[src/sv/gbfs_pkg.sv]
package gbfs_pkg;

    // Sizing defaults and fixed field widths
    localparam int          MAX_SIDE_DEF = 16;
    localparam int          CFG_W        = 5;
    localparam int          COORD_W      = 4;
    localparam int          DIST_W       = 8;
    localparam logic [4:0]  SIDE_RST     = 5'd16;
    localparam logic [7:0]  DIST_SAT     = 8'hFF;

    // Request codes
    localparam logic [1:0]  REQ_WRITE    = 2'd0;
    localparam logic [1:0]  REQ_RUN      = 2'd1;
    localparam logic [1:0]  REQ_QUERY    = 2'd2;

    // Input beat
    typedef struct packed {
        logic [1:0]         req_type;
        logic [COORD_W-1:0] row;
        logic [COORD_W-1:0] col;
        logic               blocked;
    } t_req;

    // Result beat
    typedef struct packed {
        logic               reachable;
        logic [DIST_W-1:0]  distance;
    } t_rsp;

    // Operation broadcast to the row cells
    typedef enum logic [2:0] {
        CELL_HOLD,
        CELL_WRITE,
        CELL_START,
        CELL_STEP,
        CELL_PICK
    } t_cell_op;

    // Control bundle shared by all row cells
    typedef struct packed {
        t_cell_op           op;
        logic [COORD_W-1:0] row;
        logic [COORD_W-1:0] col;
        logic               flag;   // blocked value on write, start in range on start
        logic [CFG_W-1:0]   side;
        logic [DIST_W-1:0]  wave;
    } t_cell_ctl;

    // Column read-out of one row cell
    typedef struct packed {
        logic               hit;
        logic [DIST_W-1:0]  hops;
    } t_pick;

endpackage

[src/sv/gbfs_row_cell.sv]
module gbfs_row_cell #(
    parameter int MAX_SIDE = gbfs_pkg::MAX_SIDE_DEF,
    parameter int ROW      = 0
) (
    input  logic                  i_clk,
    input  logic                  i_rst_n,
    input  gbfs_pkg::t_cell_ctl   i_ctl,
    input  logic [MAX_SIDE-1:0]   i_f_up,
    input  logic [MAX_SIDE-1:0]   i_f_dn,
    output logic [MAX_SIDE-1:0]   o_f,
    output gbfs_pkg::t_pick       o_pick
);
    import gbfs_pkg::*;

    logic [MAX_SIDE-1:0] r_blk, r_vis, r_f;
    logic [MAX_SIDE-1:0] n_blk, n_vis, n_f;
    logic [MAX_SIDE-1:0] w_colsel, w_sel, w_live, w_grow;
    logic [DIST_W-1:0]   r_dist [MAX_SIDE];
    logic                w_row_hit, w_row_live;
    t_pick               r_pick, n_pick;

    // Column decode, live mask and wavefront growth for this row
    always_comb begin
        w_row_hit  = (int'(i_ctl.row) == ROW);
        w_row_live = (ROW < int'(i_ctl.side));
        for (int c = 0; c < MAX_SIDE; c++) begin
            w_colsel[c] = (int'(i_ctl.col) == c);
            w_live[c]   = w_row_live && (c < int'(i_ctl.side));
        end
        w_sel  = w_row_hit ? w_colsel : '0;
        w_grow = (i_f_up | i_f_dn | (r_f << 1) | (r_f >> 1)) & w_live & ~r_vis & ~r_blk;
    end

    // Next state of the row bits and the column read-out
    always_comb begin
        n_blk  = r_blk;
        n_vis  = r_vis;
        n_f    = r_f;
        n_pick = r_pick;
        case (i_ctl.op)
            CELL_WRITE: begin
                n_blk = i_ctl.flag ? (r_blk | w_sel) : (r_blk & ~w_sel);
            end
            CELL_START: begin
                n_vis = i_ctl.flag ? w_sel : '0;
                n_f   = n_vis;
            end
            CELL_STEP: begin
                n_vis = r_vis | w_grow;
                n_f   = w_grow;
            end
            CELL_PICK: begin
                n_pick.hit = |(r_vis & w_colsel);
                n_pick.hops = '0;
                for (int c = 0; c < MAX_SIDE; c++) begin
                    if (w_colsel[c]) n_pick.hops = r_dist[c];
                end
            end
            default: ;
        endcase
    end

    // Blocked, visited and frontier bits
    always_ff @(posedge i_clk) begin
        if (!i_rst_n) begin
            r_blk <= '0;
            r_vis <= '0;
            r_f   <= '0;
        end else begin
            r_blk <= n_blk;
            r_vis <= n_vis;
            r_f   <= n_f;
        end
    end

    // Hop counts, gated by the visited bits on read
    always_ff @(posedge i_clk) begin
        r_pick <= n_pick;
        for (int c = 0; c < MAX_SIDE; c++) begin
            if (i_ctl.op == CELL_START && w_sel[c]) begin
                r_dist[c] <= '0;
            end else if (i_ctl.op == CELL_STEP && w_grow[c]) begin
                r_dist[c] <= i_ctl.wave;
            end
        end
    end

    assign o_f    = r_f;
    assign o_pick = r_pick;

endmodule

[config.mk]
export PLATFORM = sky130hd
export DESIGN_NAME = gbfs_row_cell
export DESIGN_NICKNAME = d
export VERILOG_FILES = /design/src/sv/gbfs_pkg.sv /design/src/sv/gbfs_row_cell.sv
export SDC_FILE = /design/constraint.sdc
export NUM_CORES = 1
export LEC_CHECK = 0
export BUFFER_PORTS_ARGS = -buffer_cell sky130_fd_sc_hd__buf_2
export CAP_MARGIN = 20
export CORE_MARGIN = 2
export CORE_UTILIZATION = 49
export DETAILED_ROUTE_END_ITERATION = 16
export HOLD_SLACK_MARGIN = 0.03
export PLACE_DENSITY = 0.73
export SYNTH_ARGS = -nofsm -noshare
export SYNTH_HDL_FRONTEND = slang
export SYNTH_SLANG_ARGS = --single-unit
[constraint.sdc]
create_clock -name i_clk -period 1.7 [get_ports i_clk]
set_input_delay 0.085 -clock i_clk [delete_from_list [all_inputs] [get_ports i_clk]]
set_output_delay 0.085 -clock i_clk [all_outputs]
set_load 0.03 [all_outputs]
==> impl_metrics.yaml, run 1 <==
finish:
  diodes: 0
  drive_gt1_share_pct: 29.24
  layout.cells.non_filler: 1214
  n_fill_cell: 1414
  multi_input_area_sq_um: 3834
  regArea_sq_um: 5079
  finalNetCount: 1031
  fin_util_pct: 61.84
  layout_common_cells: "137 x edfxtp_1, 132 x and2_1, 92 x buf_4"
  syn_to_final_growth_pct: 22.84
  stdcell_area_sq_um: 11180
  mostFrequentLayoutCell: "edfxtp_1"
synthesis:
  synth.mux.area_fraction_pct: 4.755
  synth_simple_gate_area_share_pct: 21.97
  yosysUniqueCellTypes: 64
  synth_cells: 813
  async_reset_ff_share_pct: 0
  ys_ff_latch: 185
  synthAdderAreaFrac_pct: 0
  avgSynthCellArea_sq_um: 11.20
  synthXorXnorAreaFrac_pct: 0
  synth_compound_area_share_pct: 14.58
  yosys_warnings: 0
  yosysSeqAreaShare_pct: 55.74
  synth_edf_count: 137
  syn_area_sq_um: 9105
  syn-num-nets: 872
  synth_top_flop_cell: "edfxtp_1"
  synth_top_family_by_area: "simple AND/OR/NAND/NOR gates"
setup_path:
  crit_fanout: 9
  ff2ff_setup_slack_ns: 0.03
  regToRegStartpoint: "o_f[4]"
  r2r_cells: 4
  r2r-end: "r_dist[0][45]"
  critPathKind: "flop to flop"
  startpoint_type: "flop"
  crit_required_ns: 1.89
  cp.arrival_ns: 1.86
  end_kind: "flop"
cts:
  cts_root_buffer: "clkbuf_16"
  clk_latency_ns: 0.44
  cts_setup_buffers: 0
  path_clk_slew_ns: 0.07
  h-tree-depth: 4
  numCtsBuffers: 17
  clkSinkCount: 185
  cts_tree: "yes"
  clk_path_buf_depth: 2
floorplanning:
  boundaryPins: 84
  rows: 49
  start_util_pct: 50.34
  fp.coreArea_sq_um: 18090
  die_h_um: 140.3
  dieWidth_um: 140.3
  die_area_sq_um: 19690
timing:
  fin_crit_ns: 1.667
  timing.fmax_mhz: 599.8
  timing_hold_violations_final: 0
  setup_ws_ns: 0.03278
  drv_slew: 0
  period_share_pct: 98.07
  relSlewSlack_pct: 48.40
  worstMarginPinSlew_ns: 0.7724
  timing.hold.ws_ns: 0.1749
  finClkSkew_ns: 0.01016
  setup_viol: 0
grt:
  grt_use_total_pct: 27.27
  grt_pass1_vias: 6997
  grt_pass1_wl_mm: 40.29
  overflow: 0
  grt_max_degree: 31
  antenna_found_initial: 0
outcome:
  outcome: "completed"
run:
  maxCapViolCount: 0
detailed_routing:
  drt-initial-drc-count: 734
  drcViolationCount: 0
  wl_per_cell_um: 21.81
  ant_nets: 0
  routed_wl_mm: 26.48
  vias_per_cell: 6.068
  first_pass_iters: 6
  num_vias: 7367
place:
  gp_congestion: 0.9014
  dpl.hpwl_mm: 19.44
  port-buffer-count: 83
  place_area_sq_um: 10560
  placedCellCount: 1181
  place_ws_ns: -0.1278
worst_hold_path:
  min_path_cells: 4
  min_from: "i_ctl[13]"
  hold_path.class: "primary input to flop"
power:
  p_per_area_nw_per_um2: 888.7
  p_leak_nw: 4.364
  ir_drop_v: 0.0007419
-- cell usage after synthesis (4+ instances only) --
library cell,count,share of area [%]
a22oi_1,6,0.49
a31oi_1,10,0.69
buf_4,4,0.33
and3_1,4,0.27
a221oi_1,10,0.96
mux2i_1,23,2.5
nor2_1,40,1.6
nand2b_1,16,1.1
a211oi_1,5,0.41
nor3_2,14,1.5
o221ai_1,4,0.38
nand2_1,55,2.3
nand3_1,21,1.2
a21o_1,16,1.3
nor2b_1,13,0.89
inv_1,6,0.25
nor3_1,6,0.33
a21oi_1,59,3.2
edfxtp_1,137,45
buf_2,20,1.1
o22ai_1,10,0.69
and2_1,132,9.1
nor3b_1,4,0.33
o21ai_0,31,1.7
mux2_2,12,1.5
o2bb2ai_1,7,0.67
clkbuf_1,23,0.95
o41ai_1,10,0.96
dfxtp_1,48,11
a31o_2,4,0.38
-- through the flow --
stage	power, mW	setup TNS (ns)
after floorplan	5.678	0
after global placement	6.188	-0.4035
after detailed placement	6.203	-1.321
after CTS	9.933	0
after global routing	10.22	-0.008159
final	9.939	0
-- cells by family after synthesis --
| group | count (synthesis) |
|---|---|
| flip-flops | 185 |
| AND/OR/NAND/NOR | 334 |
| buffers and inverters | 57 |
| multiplexers | 38 |
| AO/OA/AOI/OAI | 199 |
-- critical path, stage by stage (launching register included) --
cell	delay [ns]
dfxtp_1	0.34
o41ai_1	0.64
nor4_4	0.10
buf_4	0.19
and2_1	0.16
-- layer usage --
layer	part of all wire (%)	vias to the layer above	global-route usage (%)
met1	41	3598	35.78
met2	49	381	45.18
met4	2.9	0	10.79
met5	0	-	0
met3	6.6	55	4.923
li1	-	3333	-
-- power by group --
group | total (mW) | switching (mW) | internal [mW]
Sequential | 4.99 | 0.0573 | 4.93
Combinational | 1.16 | 0.694 | 0.463
Clock | 3.79 | 1.70 | 2.09
-- worst max-delay path by stage --
| stage | start | endpoint | slack [ns] | depth (start not counted) |
|---|---|---|---|---|
| floorplan | o_f[2] | r_dist[0][24] | 0.03 | 3 |
| global placement | i_ctl[16] | o_pick[3] | -0.13 | 7 |
| detailed placement | i_ctl[16] | o_pick[3] | -0.13 | 7 |
| CTS | o_f[7] | o_f[8] | 0.03 | 5 |
| global route | o_f[1] | r_dist[0][20] | -0.005 | 4 |
| finish | o_f[4] | r_dist[0][45] | 0.03 | 4 |
-- final cells by class --
| type | instances | area share, % |
|---|---|---|
| clock inverters | 9 | 0.5593 |
| flip-flops and latches | 185 | 45.41 |
| clock buffers | 23 | 4.475 |
| repair buffers | 190 | 12.48 |
| multi-input cells | 571 | 34.28 |
| inverters | 7 | 0.2349 |
| well taps | 229 | 2.562 |
-- flip-flops by register name (all words and copies together) (netlist names), named ones only --
signal  cells
r_dist    128
o_f        16
r_vis      16
o_pick      9
-- repair_timing --
action,CTS,global route
hold endpoints to repair,10,0
hold buffers,1,0
setup endpoints to repair,0,47
resized for setup,0,9
Note: power is estimated with default switching activity, not from simulation.
==> run 2, diff against run 1 <==
--- a/config.mk
+++ b/config.mk
@@ -11,7 +11,7 @@
 export CORE_UTILIZATION = 49
 export DETAILED_ROUTE_END_ITERATION = 16
 export HOLD_SLACK_MARGIN = 0.03
-export PLACE_DENSITY = 0.73
+export PLACE_DENSITY = 0.71
 export SYNTH_ARGS = -nofsm -noshare
 export SYNTH_HDL_FRONTEND = slang
 export SYNTH_SLANG_ARGS = --single-unit
==> constraint.sdc (replaced) <==
create_clock -name i_clk -period 1.8 [get_ports i_clk]
set_input_delay 0.09 -clock i_clk [delete_from_list [all_inputs] [get_ports i_clk]]
set_output_delay 0.09 -clock i_clk [all_outputs]
set_load 0.03 [all_outputs]
==> impl_metrics.yaml, run 2 (synthesis gave the netlist of run 1 again) <==
detailed_routing:
  vias_per_cell: 5.881
  drt-initial-drc-count: 645
  drcViolationCount: 0
  routed_wl_mm: 25.75
  first_pass_iters: 5
  wl_per_cell_um: 21.46
  num_vias: 7057
  ant_nets: 0
timing:
  finClkSkew_ns: 0.007595
  fin_crit_ns: 1.739
  setup_viol: 0
  drv_slew: 0
  period_share_pct: 96.59
  relSlewSlack_pct: 51.01
  rsz0062_at_grt: "no"
  timing.hold.ws_ns: 0.1806
  timing.fmax_mhz: 575.2
  final.setup.tns_ns: 0
  timing_hold_violations_final: 0
  worstMarginPinSlew_ns: 0.7293
power:
  finalPower_mw: 9.422
  p_leak_nw: 4.259
  ir_drop_v: 0.0006601
  p_per_area_nw_per_um2: 858.4
setup_path:
  end_kind: "flop"
  startpoint_type: "flop"
  ff2ff_setup_slack_ns: 0.06
  cp.arrival_ns: 1.91
  cp_slowest_cell: "edfxtp_1"
  crit_required_ns: 1.97
  crit_fanout: 2
  path_buf_inv: 0
  cpPeakStageDelay_ns: 0.44
  crit_chain: "mux2_2 > o21ai_0 > nand3_1 > o22ai_1 > a31oi_1"
  critPathTopFamily: "compound AO/OA/AOI/OAI gates"
  critPathKind: "flop to flop"
floorplanning:
  dieWidth_um: 140.3
  rows: 49
  fp.coreArea_sq_um: 18090
  boundaryPins: 84
  start_util_pct: 50.34
  die_h_um: 140.3
  die_area_sq_um: 19690
cts:
  clk_latency_ns: 0.44
  clk_path_buf_depth: 2
  cts_tree: "yes"
  numCtsBuffers: 17
  path_clk_slew_ns: 0.07
  cts_resized: 0
  cts_root_buffer: "clkbuf_16"
  clkSinkCount: 185
  h-tree-depth: 4
grt:
  antenna_found_initial: 0
  grt_pass1_wl_mm: 39.52
  overflow: 0
  grt_max_degree: 33
  grt_pass1_vias: 6812
  grt_use_total_pct: 26.83
finish:
  largest_reg_flops: 128
  diodes: 0
  layout_common_cells: "137 x edfxtp_1, 132 x and2_1, 83 x buf_2, 83 x buf_4, 59 x a21oi_1"
  fin_util_pct: 60.69
  mostFrequentLayoutCell: "edfxtp_1"
  n_fill_cell: 1494
  finalNetCount: 1017
  drive_gt1_share_pct: 27.39
  syn_to_final_growth_pct: 20.56
  largest_register: "r_dist"
run:
  maxCapViolCount: 0
place:
  dpl.hpwl_mm: 19.00
  gp_congestion: 0.9214
  port-buffer-count: 83
outcome:
  outcome: "completed"
worst_hold_path:
  hold_path.class: "primary input to flop"
-- run 2: per-layer routing --
metal / part of all wire [%] / routed length, um / global-route usage [%] / vias to the layer above
met5: 0 / 0 / 0 / -
met2: 48 / 12240 / 43.52 / 319
met3: 7.0 / 1810 / 3.761 / 43
li1: - / - / - / 3310
met1: 43 / 11150 / 37.40 / 3385
met4: 2.1 / 549 / 9.091 / 0
-- run 2: worst reg2reg max path: stages (launching register included) --
cell and delay [ns]:
edfxtp_1 0.44, mux2_2 0.29, o21ai_0 0.37, nand3_1 0.12, o22ai_1 0.19, a31oi_1 0.06
-- run 2: metrics by stage --
stage / instance area, sq um / setup WS [ns] / instances
6_report: 10980 / 0.06145 / 1200
5_1_grt: 10980 / 0.01698 / 1200
4_1_cts: 10970 / 0.1339 / 1199
3_5_place_dp: 10370 / -0.005622 / 1166
3_3_place_gp: 10370 / 0.004632 / 1166
2_1_floorplan: 9110 / 0.05652 / 813
-- run 2: final timing paths --
check,start,end,cells past startpoint
worst max register to register,r_dist[1][35],o_pick[3],5
worst min-delay path,i_ctl[13],flop,4
worst max-delay path,r_dist[1][35],o_pick[3],5
worst min register to register,flop,flop,2
-- run 2: repair_timing --
action,4_1_cts,5_1_grt
hold buffers,1,0
hold endpoints to repair,8,0
buffers inserted,0,1
endpoints found under the setup margin,0,5
-- run 2: report_power, final --
group	switching [mW]	internal, mW	leakage (nW)
sequential	0.0532	4.66	1.69
clock	1.59	2.07	0.294
combinational	0.638	0.402	2.28
total	2.29	7.14	4.26
-- run 2: layout make-up --
| type | count | area [sq um] | area share [%] |
|---|---|---|---|
| multi-input cells | 571 | 3769 | 34.33 |
| flip-flops and latches | 185 | 5077 | 46.26 |
| well taps | 229 | 286.5 | 2.610 |
| clock buffers | 23 | 530.5 | 4.833 |
| clock inverters | 9 | 58.81 | 0.5357 |
| repair buffers | 176 | 1229 | 11.19 |
| inverters | 7 | 26.28 | 0.2394 |
